**config.mk**
```make
export PLATFORM = sky130hd
export DESIGN_NAME = string_bucket_hash
export DESIGN_NICKNAME = d
export VERILOG_FILES = /design/src/hdl/sbh_pkg.sv /design/src/hdl/string_bucket_hash.sv
export SDC_FILE = /design/constraint.sdc
export NUM_CORES = 1
export LEC_CHECK = 0
export BUFFER_PORTS_ARGS = -buffer_cell sky130_fd_sc_hd__buf_2
export CAP_MARGIN = 20
export CORE_ASPECT_RATIO = 1.25
export CORE_MARGIN = 2
export CORE_UTILIZATION = 35
export CTS_CLUSTER_SIZE = 28
export DETAILED_ROUTE_END_ITERATION = 8
export PLACE_DENSITY = 0.63
export SLEW_MARGIN = 20
export SYNTH_ARGS = -nofsm -noshare
export SYNTH_HDL_FRONTEND = slang
export SYNTH_SLANG_ARGS = --single-unit
```
**constraint.sdc**
```tcl
create_clock -name clk -period 6.23 [get_ports clk]
set_clock_uncertainty 0.05 [all_clocks]
set_input_delay 1.246 -clock clk [delete_from_list [all_inputs] [get_ports clk]]
set_output_delay 1.246 -clock clk [all_outputs]
set_load 0.01 [all_outputs]
```
**src/hdl/sbh_pkg.sv**
```systemverilog
// shared constants and types for the string bucket hash block
`default_nettype none
package sbh_pkg;

	// running hash width, 16 to 64
	localparam int HASH_WIDTH = 32;
	// bucket count register width
	localparam int LEN_WIDTH = 31;
	// byte width of one string character
	localparam int CHAR_WIDTH = 8;
	// apb data and address widths
	localparam int APB_DATA_WIDTH = 32;
	localparam int APB_ADDR_WIDTH = 3;
	// divider step counter width
	localparam int CNT_WIDTH = $clog2(HASH_WIDTH);

	// hash bias, the character 'a'
	localparam logic [CHAR_WIDTH-1:0] HASH_BIAS = 8'd97;
	// reset value of the bucket count
	localparam logic [LEN_WIDTH-1:0] LEN_RESET = LEN_WIDTH'(1);

	// register word index
	localparam logic [APB_ADDR_WIDTH-3:0] REG_TABLE_LENGTH = '0;

	// sequencer states
	typedef enum logic [2:0] {
		ST_IDLE = 3'b001,
		ST_DIV  = 3'b010,
		ST_FIN  = 3'b100
	} state_t;

endpackage
`default_nettype wire

```
**src/hdl/string_bucket_hash.sv**
```systemverilog
// string bucket hash: polynomial string hash reduced modulo a bucket count
//
// Input channel (char_byte, in_valid, in_ready) carries one string byte per
// beat. A nonzero byte updates the running hash to hash*13 + byte - 'a' in the
// cycle it is accepted, so string bytes stream at one per cycle. A zero byte
// ends the string: the block then reduces the hash modulo table_length with a
// restoring divider that retires one quotient bit per cycle, and drops
// in_ready until the result is in the output register. The next beat is
// taken right after the result is loaded, while it waits to be taken.
// Output channel (bucket_index, out_valid, out_ready) holds the result in a
// register until the receiver takes it. If the receiver stalls and a second
// string finishes, the block holds its result in the divider and keeps
// in_ready low until the output register frees up.
// table_length lives at APB byte address 0 (reset value 1); a table_length
// of zero gives bucket_index 0. Configure only while the block is idle.
// Reset clears the running hash, the sequencer and the output valid flag.
`default_nettype none
module string_bucket_hash (
	input  wire logic                                clk,
	input  wire logic                                arst_n,
	// apb configuration port
	input  wire logic                                psel,
	input  wire logic                                penable,
	input  wire logic                                pwrite,
	input  wire logic [sbh_pkg::APB_ADDR_WIDTH-1:0]  paddr,
	input  wire logic [sbh_pkg::APB_DATA_WIDTH-1:0]  pwdata,
	output logic      [sbh_pkg::APB_DATA_WIDTH-1:0]  prdata,
	output logic                                     pready,
	// input channel
	input  wire logic [sbh_pkg::CHAR_WIDTH-1:0]      char_byte,
	input  wire logic                                in_valid,
	output logic                                     in_ready,
	// output channel
	output logic      [sbh_pkg::LEN_WIDTH-1:0]       bucket_index,
	output logic                                     out_valid,
	input  wire logic                                out_ready
);

	localparam int HW = sbh_pkg::HASH_WIDTH;
	localparam int LW = sbh_pkg::LEN_WIDTH;

	sbh_pkg::state_t               state_q;
	logic [LW-1:0]                 table_length_q;
	logic [HW-1:0]                 hash_q;
	logic [HW-1:0]                 dvd_q;
	logic [LW-1:0]                 rem_q;
	logic [sbh_pkg::CNT_WIDTH-1:0] cnt_q;
	logic [LW-1:0]                 bucket_q;
	logic                          out_valid_q;

	logic                          in_beat;
	logic                          cfg_wr;
	logic                          out_free;
	logic [HW-1:0]                 hash_next;
	logic [LW:0]                   trial;
	logic [LW+1:0]                 diff;
	logic [LW-1:0]                 rem_next;

	// handshakes
	assign in_beat  = in_valid && in_ready;
	assign in_ready = (state_q == sbh_pkg::ST_IDLE);
	assign out_free = !out_valid_q || out_ready;
	assign cfg_wr   = psel && penable && pwrite && pready;

	// apb read side
	assign pready = 1'b1;
	always_comb begin
		prdata = '0;
		if (paddr[sbh_pkg::APB_ADDR_WIDTH-1:2] == sbh_pkg::REG_TABLE_LENGTH) begin
			prdata = sbh_pkg::APB_DATA_WIDTH'(table_length_q);
		end
	end

	// bucket count register
	always_ff @(posedge clk or negedge arst_n) begin
		if (!arst_n) begin
			table_length_q <= sbh_pkg::LEN_RESET;
		end else if (cfg_wr &&
				paddr[sbh_pkg::APB_ADDR_WIDTH-1:2] == sbh_pkg::REG_TABLE_LENGTH) begin
			table_length_q <= pwdata[LW-1:0];
		end
	end

	// hash update: h*13 + byte - 'a', as shifts and adds
	assign hash_next = hash_q + (hash_q << 2) + (hash_q << 3)
		+ HW'(char_byte) - HW'(sbh_pkg::HASH_BIAS);

	// divider step: shift in next dividend bit, subtract if it fits
	assign trial    = {rem_q, dvd_q[HW-1]};
	assign diff     = {1'b0, trial} - {2'b00, table_length_q};
	assign rem_next = diff[LW+1] ? trial[LW-1:0] : diff[LW-1:0];

	// sequencer and running hash
	always_ff @(posedge clk or negedge arst_n) begin
		if (!arst_n) begin
			state_q <= sbh_pkg::ST_IDLE;
			hash_q  <= '0;
			cnt_q   <= '0;
		end else begin
			case (state_q)
				sbh_pkg::ST_IDLE: begin
					if (in_beat) begin
						if (char_byte != '0) begin
							hash_q <= hash_next;
						end else begin
							hash_q  <= '0;
							cnt_q   <= sbh_pkg::CNT_WIDTH'(HW - 1);
							state_q <= sbh_pkg::ST_DIV;
						end
					end
				end
				sbh_pkg::ST_DIV: begin
					cnt_q <= cnt_q - 1'b1;
					if (cnt_q == '0) begin
						state_q <= sbh_pkg::ST_FIN;
					end
				end
				sbh_pkg::ST_FIN: begin
					if (out_free) begin
						state_q <= sbh_pkg::ST_IDLE;
					end
				end
				default: begin
					state_q <= sbh_pkg::ST_IDLE;
				end
			endcase
		end
	end

	// divider datapath
	always_ff @(posedge clk) begin
		if (in_beat && char_byte == '0) begin
			dvd_q <= hash_q;
			rem_q <= '0;
		end else if (state_q == sbh_pkg::ST_DIV) begin
			dvd_q <= dvd_q << 1;
			rem_q <= rem_next;
		end
	end

	// output register
	always_ff @(posedge clk or negedge arst_n) begin
		if (!arst_n) begin
			out_valid_q <= 1'b0;
		end else if (state_q == sbh_pkg::ST_FIN && out_free) begin
			out_valid_q <= 1'b1;
		end else if (out_ready) begin
			out_valid_q <= 1'b0;
		end
	end

	always_ff @(posedge clk) begin
		if (state_q == sbh_pkg::ST_FIN && out_free) begin
			bucket_q <= (table_length_q == '0) ? '0 : rem_q;
		end
	end

	assign out_valid    = out_valid_q;
	assign bucket_index = bucket_q;

endmodule
`default_nettype wire

```
=== Word-level counts from Yosys, hierarchy flattened ===
Index checks and enable logic that the tools add are counted.
Widths: inputs -> output; s select.

* Add/subtract/negate cells: 6
* Multipliers: 0
* Div/mod/pow operators: 0
* $lt $le $gt $ge: 0
* Equality and inequality tests: 7
* Shift operators: 0
* Muxes and demuxes: 15
* Bitwise logic cells: 1
* Reduce and logical (&&, ||, !) cells: 18

{| class="wikitable"
|+ Operator list
! cell !! number
|-
| $mux 32 || 3
|-
| $add 32x32->32 || 2
|-
| $mux 31 || 2
|-
| $sub 32x31->33 || 1
|-
| $add 32x8->32 || 1
|-
| $sub 32x7->32 const B || 1
|-
| $logic_not 31->1 || 1
|-
| $mux 3 || 4
|-
| $mux 5 || 2
|-
| $pmux 5 s2 || 1
|-
| $pmux 3 s3 || 1
|-
| $logic_not 8->1 || 1
|-
| $reduce_bool 8->1 || 1
|-
| $logic_and 1x1->1 || 6
|-
| $ne 2x2->1 const B || 3
|-
| $reduce_bool 2->1 || 3
|-
| $logic_not 5->1 || 1
|-
| $sub 5x1->5 const B || 1
|-
| $reduce_and 4->1 || 1
|-
| $eq 3x1->1 const B || 1
|-
| $eq 3x2->1 const B || 1
|-
| $eq 3x3->1 const B || 1
|-
| $reduce_and 3->1 || 1
|-
| $mux 1 || 2
|-
| 5 further kinds || 5
|}

* Flip-flop bits (word level): 166
* Latch bits: 0
* RAM bits: 0
* ROM bits: 0
* Input port bits: 50
* Output and inout bits: 66
* Word-level logic and storage cells: 55
* Memories: 0

=== Longest topological paths before layout ===
Gate-level depths: netlist of the first run.

* Depth after elaboration: 5
* Depth in mapped cells: 19
* Mapped depth without buffers: 19

=== Worst setup path after synthesis of the first run ===
No wires, ideal clock.

* Path kind: input to register
* From: in char_byte[4] in the netlist's numbering
* To: reg hash_q[24]
* Setup time: 96 ps
* Arrival time: 4709 ps
* Path slack: 1375 ps
* Stages: 17
* Buffers on the path: 0
* Path through: inv_1 ha_1 inv_1 fa_1 inv_1 fa_1 inv_1 ha_1 a21o_1 a21o_1 a21oi_1 nor4_1 nand3b_1 a31o_2 a311oi_1 xor2_1 o31ai_1

* Cells in the longest elaborated chain, start to end: 3
* Elaborated cells between the ends (all ways): 4
* Those cells by class: add/sub (2); mux (1); reduce/logical (1)

{| class="wikitable"
|+ Ends and longest elaborated chain
! element !! line !! RTL
|-
| start: declaration || string_bucket_hash.sv:30 || <nowiki>input wire logic [sbh_pkg::CHAR_WIDTH-1:0] char_byte,</nowiki>
|-
| $add 32x8->32 || string_bucket_hash.sv:86 || <nowiki>+ HW'(char_byte) - HW'(sbh_pkg::HASH_BIAS);</nowiki>
|-
| $sub 32x7->32 || string_bucket_hash.sv:86 ||
|-
| $mux 32 * || string_bucket_hash.sv:103 || <nowiki>if (char_byte != '0) begin</nowiki>
|-
| end signal: assignment || string_bucket_hash.sv:104 || <nowiki>hash_q <= hash_next;</nowiki>
|-
| end: declaration || string_bucket_hash.sv:44 || <nowiki>logic [HW-1:0] hash_q;</nowiki>
|}

Every way passes the cells marked *; elsewhere a longest branch is shown, timed or not.
A chain may end at the register's enable or synchronous reset.

=== Final worst setup path of the first run ===
* From: in char_byte[3] in the netlist's numbering
* To: reg hash_q[27]

Same word-level chain as after synthesis.

==> results of run 1 <==
[path summary, 6_finish.rpt]
check                             start                 end  slack, ps  depth (start not counted)
hold reg to reg               rem_q[18]           rem_q[18]        430                          2
min in group asynchronous        arst_n  table_length_q[23]        610                          1
setup / recovery           char_byte[3]          hash_q[27]       1140                         20
setup reg to reg              hash_q[0]          hash_q[27]       1640                         19
hold / removal                rem_q[18]           rem_q[18]        430                          2
max in group asynchronous        arst_n           out_valid       4450                          2
[registers in the layout, summed over array words and instances, names as in the netlist]
register        count
dvd_q              32
hash_q             32
bucket_index       31
rem_q              31
table_length_q     31
cnt_q               5
state_q             3
out_valid           1
[Yosys cell counts (26+ instances only)]
cell	n
a21oi_1	65
clkbuf_1	26
dfrtp_1	70
dfxtp_1	31
edfxtp_1	63
fa_1	36
ha_1	117
inv_1	146
mux2_2	31
nand2_1	114
nor2_1	69
nor2b_1	36
o21ai_0	83
xnor2_1	32
[through the flow]
stage	setup WS (ps)	cell area [sq um]	utilization [%]	hold slack, ps	std cells
floorplan	1380	11300	-	400	1179
detailed placement	695	12300	38.6	429	1673
global route	868	12900	40.5	459	1705
CTS	1150	12900	40.5	437	1705
global placement	740	12300	38.6	420	1673
finish	1140	12900	40.5	433	1705
[logic make-up (layout without fill, tap and decap cells)]
| logic type | after synthesis | after routing | synth area share (%) |
|---|---|---|---|
| and+or+nand+nor | 306 | 306 | 12.6 |
| AOI/OAI and AO/OA | 273 | 273 | 15.3 |
| buffers and inverters | 181 | 295 | 6.30 |
| DFF | 166 | 166 | 38.0 |
| adders and majority gates | 153 | 153 | 19.3 |
| xor gates and xnor gates | 55 | 55 | 4.25 |
| muxes | 43 | 43 | 4.13 |
| other | 2 | 2 | 0.0662 |
[critical path: stages]
cell	delay, ps
buf_2	90
inv_1	40
ha_1	260
inv_1	50
fa_1	490
inv_1	50
fa_1	500
inv_1	40
ha_1	200
inv_1	70
fa_1	200
nor2b_1	50
o21ai_0	230
a21oi_1	160
o41ai_2	460
a211oi_2	230
o311ai_0	390
a21boi_0	190
o21a_1	200
o32ai_1	210
[routing by layer]
metal	vias to the layer above	part of all wire [%]	routed length [um]	track usage [%]
met5	-	0	0	0
met4	0	3.7	1000	7.11
met3	44	3.7	999	2.74
met2	154	51	13800	30.1
met1	4122	42	11300	19.1
li1	4285	-	-	-
[layout make-up]
cell class                 instances  area, sq um  area share [%]
multi-input combinational        832         6330            49.0
sequential                       166         4320            33.5
timing repair buffer             117          606            4.69
inverter                         146          548            4.25
tap                              412          515            4.00
clock buffer                      20          437            3.38
clock inverter                    12          151            1.17
==> summary.txt, run 1 <==
Outcome
  – Status: completed

Global routing
  – Number of global-route vias before repair: 8,656
  – Total Routing Usage GR: 16.6%
  – Initial antenna violation count: 0
  – First-pass GRT wire length: approximately 44,000 um
  – Total congestion overflow: 0
  – Pin count of the biggest net entering global routing: 57

Yosys
  – Post-synth top area cell: edfxtp_1
  – Synthesized area: 11,300 sq um
  – Post-synth top area share: 16.7%
  – Mean Syn Cell Area: 9.62 sq um
  – Post-synthesis sequential area ratio: about two fifths
  – Post-synthesis cell type count: 72
  – Syn Nets: around 1,400
  – Ys flop type: dfrtp_1
  – FF+latch count, synth: 166
  – Post-synth ARST share: a little over two fifths
  – Post-synth EDFFs: 63
  – Main area contributors after synthesis: edfxtp_1 17%, dfrtp_1 15%, ha_1 13%
  – Yosys warnings: 0
  – Gate Count Post-Synth: 1,179

STA
  – RSZ-0062 raised after global routing: no
  – Hold Vio Cnt, Final: 0
  – Worst slew margin: 29.1%
  – Post-Route Setup TNS: 0 ps
  – Worst-Margin Slew: 1060 ps
  – Setup-failing EPs final: 0
  – Slew Limit Fails: 0
  – Min Clock Period, post-route: 5090 ps
  – Max frequency: 197 MHz
  – Final Cycle Share: 81.7%

Placed design
  – RePlAce Congestion: 0.862
  – HPWL after DPL: 20,800 um
  – # port buffers: 110

Floorplanning
  – Die Y: 205 um
  – Die footprint: 33,900 sq um
  – Starting density of the core: 35.6%
  – Ports: 116
  – Chip width: approximately 170 um
  – # rows: 73
  – Core area: 31,900 sq um

Final layout
  – # nets final: 1,483
  – Area grow syn2layout: 13.7%
  – Fill cells: 3,106
  – Ant diodes: 0
  – Commonest cells after routing, fill and taps aside: 146 x inv_1, 117 x ha_1, 113 x nand2_1
  – Most common cell after layout, fill and taps aside: inv_1
  – Layout cells sized above 1: between 10% and 20%

Clocking
  – CTS tree: done
  – CTS Buffer Depth: 2
  – Root Buffer: clkbuf_16
  – Setup Buffers After CTS: 0
  – Clk sinks: 166
  – H-tree levels: 4
  – Clock-pin transition on the worst setup and hold timing paths: 60 ps
  – Num CTS Buffers: 17
  – Post-CTS Resized: 0
  – Clk_lat worst skew: 440 ps
  – Post-cts hold buffer count: 0

Setup path
  – Critical Path RT: 6510 ps
  – Critical path class: in -> reg
  – Critical Path Sink Type: flip-flop
  – Worst-path maximum fanout: 4
  – Arrival time at the worst endpoint: 5370 ps
  – Worst setup SP type: input pin

Routing
  – Drt wl/cell: approximately 16 um
  – Drt via density: 5.05
  – DR vias: 8,605
  – Initial DRC Count: 350
  – Post-route ant nets: 0
  – DRT Wirelength: ~27,000 um
  – DRC viols: 0
  – Detailed Routing Iterations Pass 1: 4

Min path
  – Worst min path class: reg -> reg

Run
  – Maxcap violations: 0
Power of run 1 is not shown: default switching activity piles up to over one toggle a cycle in this logic, so the estimate is an artifact.
==> run 2, diff against run 1 <==
--- a/config.mk
+++ b/config.mk
@@ -5,6 +5,7 @@
 export SDC_FILE = /design/constraint.sdc
 export NUM_CORES = 1
 export LEC_CHECK = 0
+export ABC_AREA = 1
 export BUFFER_PORTS_ARGS = -buffer_cell sky130_fd_sc_hd__buf_2
 export CAP_MARGIN = 20
 export CORE_ASPECT_RATIO = 1.25
@@ -12,7 +13,7 @@
 export CORE_UTILIZATION = 35
 export CTS_CLUSTER_SIZE = 28
 export DETAILED_ROUTE_END_ITERATION = 8
-export PLACE_DENSITY = 0.63
+export PLACE_DENSITY = 0.65
 export SLEW_MARGIN = 20
 export SYNTH_ARGS = -nofsm -noshare
 export SYNTH_HDL_FRONTEND = slang
==> constraint.sdc (replaced) <==
create_clock -name clk -period 4.3 [get_ports clk]
set_clock_uncertainty 0.05 [all_clocks]
set_input_delay 0.86 -clock clk [delete_from_list [all_inputs] [get_ports clk]]
set_output_delay 0.86 -clock clk [all_outputs]
set_load 0.01 [all_outputs]
==> summary.txt, run 2 <==
Routing
  – Post-route ant nets: 0 (unchanged)
  – Uppermost routed layer: met4
  – DRT Wirelength: 35,700 um (+32%)
  – Detailed Routing Iterations Pass 1: 7 (+3)
  – Drt via density: 4.78 (-5.2%)
  – Initial DRC Count: 622 (+78%)
  – Met3 WL: 1170 um (+17%)
  – Met1 WL: 14,600 um (+29%)
  – DRC viols: 0 (unchanged)
  – WL met2: 18,700 um (+35%)
  – Drt wl/cell: 14.7 um (-7.3%)
  – DR vias: 11,600 (+35%)

Final layout
  – Regs by FF count: dvd_q x32, hash_q x32
  – Most common cell after layout, fill and taps aside: nand2_1
  – Layout cells sized above 1: 9.42% (-5.7 points)
  – # nets final: 2,132 (+44%)
  – Ant diodes: 0 (unchanged)
  – Design Area, Final: 14,600 sq um (+13%)
  – Final cell count without fillers: 2,422 (+42%)
  – Commonest cells after routing, fill and taps aside: 504 x nand2_1, 373 x inv_1, 178 x nor2_1
  – Finished Core Util: 40.1% (-0.42 points)
  – Area grow syn2layout: 12.5%

Global routing
  – Total Routing Usage GR: 19.4% (+2.8 points)
  – Initial antenna violation count: 0 (unchanged)
  – Total congestion overflow: 0 (unchanged)
  – First-pass GRT wire length: 58,300 um (+32%)
  – Number of global-route vias before repair: 11,700 (+35%)
  – Pin count of the biggest net entering global routing: 65 (+14%)

Floorplanning
  – # rows: 78 (+6.8%)
  – Starting density of the core: 35.6% (about the same)
  – Core area: 36,400 sq um (+14%)
  – Chip width: 176 um (+6.7%)
  – Die Y: 219 um (+6.7%)
  – Die footprint: 38,600 sq um (+14%)
  – Ports: 116 (unchanged)

Yosys
  – Post-synth top area cell: nand2_1
  – Synthesized area: 13,000 sq um (+14%)
  – Gate Count Post-Synth: 1,825 (+55%)
  – Mean Syn Cell Area: 7.10 sq um (-26%)
  – Post-synthesis sequential area ratio: 33.3% (-4.7 points)
  – Post-synth EDFFs: 63 (unchanged)
  – Yosys warnings: 0 (unchanged)
  – FF+latch count, synth: 166 (unchanged)
  – Main area contributors after synthesis: nand2_1 15%, edfxtp_1 15%, dfrtp_1 14%
  – Syn Nets: 2,028 (+47%)
  – Synth cell count leaders: 506 x nand2_1, 373 x inv_1, 179 x nor2_1
  – Post-synth ARST share: 43.4% (unchanged)
  – Ys flop type: dfrtp_1
  – Most frequent cell after synthesis: nand2_1
  – Post-synth top area share: 14.7% (-2.0 points)
  – Post-synthesis cell type count: 47 (-35%)

Setup path
  – Arrival time at the worst endpoint: 4120 ps (-1250 ps)
  – Critical Path Sink Type: flip-flop
  – Cells on worst reg2reg path: 21 (+2)
  – Worst-path maximum fanout: 5 (+1)
  – Worst setup SP type: input pin
  – FF-to-FF End: hash_q[31]
  – Critical Path RT: 4600 ps (-1910 ps)
  – Critical path class: in -> reg
  – FF-to-FF Start: hash_q[0]
  – Reg2reg setup slack: 560 ps (-1080 ps)

STA
  – Post-Route Setup TNS: 0 ps (unchanged)
  – Slew Limit Fails: 0 (unchanged)
  – Max frequency: between 200 and 300 MHz
  – Final Cycle Share: 89.0%
  – Worst slew margin: 35.9% (+6.8 points)
  – RSZ-0062 raised after global routing: no
  – Hold Vio Cnt, Final: 0 (unchanged)
  – Min Clock Period, post-route: 3830 ps
  – Setup-failing EPs final: 0 (unchanged)
  – Worst-Margin Slew: 960 ps (-101 ps)

Min path
  – Worst min path class: in -> async

Clocking
  – Root Buffer: clkbuf_16
  – CTS Buffer Depth: 2 (unchanged)
  – Clk_lat worst skew: 460 ps (+20 ps)
  – Setup Buffers After CTS: 0 (unchanged)
  – Num CTS Buffers: 17 (unchanged)
  – Post-cts hold buffer count: 0 (unchanged)
  – H-tree levels: 4 (unchanged)
  – Clock-pin transition on the worst setup and hold timing paths: 80 ps (+20 ps)
  – Post-CTS Resized: 0 (unchanged)
  – CTS tree: done
  – Clk sinks: 166 (unchanged)

Placed design
  – HPWL after DPL: 28,700 um (+38%)
  – Placed insts: 2,390 (+43%)
  – # port buffers: 110 (unchanged)
  – Placed Area: 14,000 sq um (+14%)
  – RePlAce Congestion: 0.929 (+7.8%)

Run
  – Maxcap violations: 0 (unchanged)

Outcome
  – Status: completed
run 2: worst max-delay path by stage:
stage / slack, ps / endpoint / from / cells after the start
4_1_cts: 510 / hash_q[31] / char_byte[3] / 22
5_1_grt: 250 / hash_q[31] / char_byte[3] / 22
6_report: 470 / hash_q[31] / char_byte[3] / 22
3_3_place_gp: 70 / hash_q[31] / char_byte[3] / 22
3_5_place_dp: 30 / hash_q[31] / char_byte[3] / 22
2_1_floorplan: 290 / hash_q[31] / char_byte[3] / 20
run 2: cell type report:
| cell class | count | area, sq um |
|---|---|---|
| clock inverters | 14 | 126 |
| fillers | 3817 | 21800 |
| inverters | 377 | 1420 |
| flip-flops and latches | 166 | 4320 |
| well taps | 480 | 601 |
| repair buffers | 126 | 673 |
| clock buffers | 18 | 429 |
| multi-input cells | 1241 | 7020 |
run 2: layer usage:
layer  vias up  track usage [%]
met5         -                0
met4         0             8.48
met3        63             2.75
met2       217             36.4
met1      5388             21.8
li1       5914                -
run 2: logic make-up after synthesis:
group / after synthesis / synth area share (%)
AO/OA/AOI/OAI: 195 / 7.81
XOR/XNOR: 19 / 1.28
adder cells (fa/ha/maj): 153 / 16.9
buffers and inverters: 418 / 12.6
flip-flops: 166 / 33.3
other: 2 / 0.0580
AND/OR/NAND/NOR: 872 / 28.0
run 2: critical path, stage by stage:
cell and delay [ps]:
buf_2 70, inv_1 50, ha_1 270, inv_1 50, fa_1 490, inv_1 60
fa_1 450, inv_1 70, ha_1 160, inv_1 70, fa_1 400, inv_1 100
nand2_1 70, o21ai_0 150, buf_4 170, nand2_1 50, nand3_1 140, nand3_1 160
nand2_1 110, nand2_1 50, nand3_1 60, nand2_1 50
run 2: metrics by stage:
step                hold slack [ps]  setup WS (ps)
finish                          397            471
global route                    425            250
CTS                             405            507
detailed placement              416           32.4
global placement                410           66.5
floorplan                       393            290
Power of run 2 is left out for the same reason.
==> run 3, diff against run 2 <==
--- a/config.mk
+++ b/config.mk
@@ -9,10 +9,10 @@
 export BUFFER_PORTS_ARGS = -buffer_cell sky130_fd_sc_hd__buf_2
 export CAP_MARGIN = 20
 export CORE_ASPECT_RATIO = 1.25
-export CORE_MARGIN = 2
 export CORE_UTILIZATION = 35
 export CTS_CLUSTER_SIZE = 28
 export DETAILED_ROUTE_END_ITERATION = 8
+export HOLD_SLACK_MARGIN = 0.08
 export PLACE_DENSITY = 0.65
 export SLEW_MARGIN = 20
 export SYNTH_ARGS = -nofsm -noshare
==> summary.txt, run 3 (synthesized netlist as in run 2, its figures left out) <==
Outcome
  – Status: completed

Setup path
  – Arrival time at the worst endpoint: 4020 ps (-100 ps)
  – Critical path class: in -> reg
  – Critical Path Sink Type: flip-flop
  – Worst setup SP type: input pin
  – Critical path cell sequence: buf_2 > inv_1 > ha_1 > inv_1 > fa_1 > inv_1 > fa_1 > inv_1 > ha_1 > inv_1 > fa_1 > inv_1 > nand2_1 > o21ai_0 > buf_4 > nand2_1 > nand3_1 > buf_4 > nand2_1 > nand2_1 > nand2_1 > nand2_1 > o21ai_0
  – Worst-path maximum fanout: 5 (unchanged)
  – Critical Path Max Stage Delay: 500 ps (about the same)
  – Critical Path RT: 4580 ps (-20 ps)
  – Worst path slowest cell: fa_1

Routing
  – Drt via density: 4.77 (-0.26%)
  – DRT Wirelength: 35,900 um (+0.70%)
  – Detailed Routing Iterations Pass 1: 5 (-2)
  – DRC viols: 0 (unchanged)
  – Post-route ant nets: 0 (unchanged)
  – Initial DRC Count: 604 (-2.9%)
  – Drt wl/cell: 14.8 um (+0.74%)
  – DR vias: 11,500 (-0.30%)

Clocking
  – CTS tree: done
  – Clock-pin transition on the worst setup and hold timing paths: 70 ps (about the same)
  – Post-cts hold buffer count: 0 (unchanged)
  – CTS Buffer Depth: 2 (unchanged)
  – Clk sinks: 166 (unchanged)
  – Setup Buffers After CTS: 0 (unchanged)
  – H-tree levels: 4 (unchanged)
  – Root Buffer: clkbuf_16
  – Clk_lat worst skew: 460 ps (about the same)
  – Num CTS Buffers: 17 (unchanged)
  – Post-CTS Resized: 0 (unchanged)

Placed design
  – # port buffers: 110 (unchanged)
  – HPWL after DPL: 28,700 um (-0.11%)
  – RePlAce Congestion: 0.920 (-0.95%)
  – Placed insts: 2,389 (-0.042%)
  – Placed Area: 14,000 sq um (about the same)

Floorplanning
  – Core area: 36,400 sq um (unchanged)
  – # rows: 78 (unchanged)
  – Ports: 116 (unchanged)
  – Die footprint: 37,800 sq um (-2.0%)
  – Starting density of the core: 35.6% (unchanged)
  – Die Y: 217 um (-0.91%)
  – Chip width: 174 um (-1.1%)

Global routing
  – Total congestion overflow: 0 (unchanged)
  – Initial antenna violation count: 0 (unchanged)
  – Number of global-route vias before repair: 11,600 (-0.40%)
  – First-pass GRT wire length: 58,700 um (+0.64%)
  – Pin count of the biggest net entering global routing: 65 (unchanged)
  – Total Routing Usage GR: 20.0% (+0.53 points)

Final layout
  – Regs by FF count: dvd_q x32, hash_q x32
  – Final cell count without fillers: 2,421 (-0.041%)
  – Area grow syn2layout: 12.6% (about the same)
  – Ant diodes: 0 (unchanged)
  – Most common cell after layout, fill and taps aside: nand2_1
  – Layout cells sized above 1: 9.43% (about the same)
  – Design Area, Final: 14,600 sq um (about the same)
  – Commonest cells after routing, fill and taps aside: 504 x nand2_1, 373 x inv_1, 178 x nor2_1
  – # nets final: 2,131 (-0.047%)

STA
  – Final Hold Slack: 424 ps (+27.4 ps)
  – Worst slew margin: 35.9% (about the same)
  – RSZ-0062 raised after global routing: no
  – Min Clock Period, post-route: 3730 ps (-97.6 ps)
  – Setup-failing EPs final: 0 (unchanged)
  – Worst-Margin Slew: 960 ps (+0.202 ps)
  – Hold Vio Cnt, Final: 0 (unchanged)
  – Post-Route Setup TNS: 0 ps (unchanged)
  – Slew Limit Fails: 0 (unchanged)
  – Max frequency: 268 MHz (+2.6%)
  – Final Cycle Share: 86.8% (-2.3 points)

Min path
  – Worst min path class: in -> async

Run
  – Maxcap violations: 0 (unchanged)
[run 3: changes by cell type in the layout (fill, tap and decap cells not counted), sizes merged]
cell / before / now
inv: 382 / 384
buf: 126 / 125
clkinvlp: 0 / 1
clkbuf: 18 / 17
clkinv: 8 / 6
[run 3: worst paths after layout]
check	startpoint	to	slack, ps	depth (start not counted)
worst max-delay path	char_byte[3]	hash_q[19]	570	23
worst min-delay path	arst_n	hash_q[24]	420	1
worst max register to register	hash_q[0]	hash_q[19]	670	22
worst min register to register	rem_q[26]	rem_q[26]	430	2
max in group asynchronous	arst_n	table_length_q[0]	2880	2
min in group clk	rem_q[26]	rem_q[26]	430	2
[run 3: metal layers]
layer  part of all wire (%)  vias to the layer above  global-route usage [%]  wire [um]
li1                       -                     5909                       -          -
met1                     41                     5408                    21.9      14700
met2                     52                      177                    37.2      18600
met3                    2.6                       53                    2.85        917
met4                    4.6                        0                    10.2       1670
met5                      0                        -                       0          0
[run 3: final cells by class]
type | count | area (sq um)
clock inverter | 15 | 140
timing repair buffer | 125 | 666
multi-input combinational | 1241 | 7020
tap | 480 | 601
fill | 3843 | 21800
inverter | 377 | 1420
clock buffer | 17 | 425
sequential | 166 | 4320
[run 3: worst max-delay path, delay by kind of cell]
| kind | cells | cell delay [ps] |
|---|---|---|
| adder cells (fa/ha/maj) | 5 | 1740 |
| AO/OA/AOI/OAI | 2 | 210 |
| AND/OR/NAND/NOR | 7 | 470 |
| buffers and inverters | 9 | 710 |
[run 3: stage by stage]
stage | utilization [%] | setup WS [ps]
2_1_floorplan | - | 290
3_3_place_gp | 38.5 | 83.0
3_5_place_dp | 38.5 | 103
4_1_cts | 40.1 | 596
5_1_grt | 40.1 | 313
6_report | 40.1 | 569
Power of run 3 is left out for the same reason.
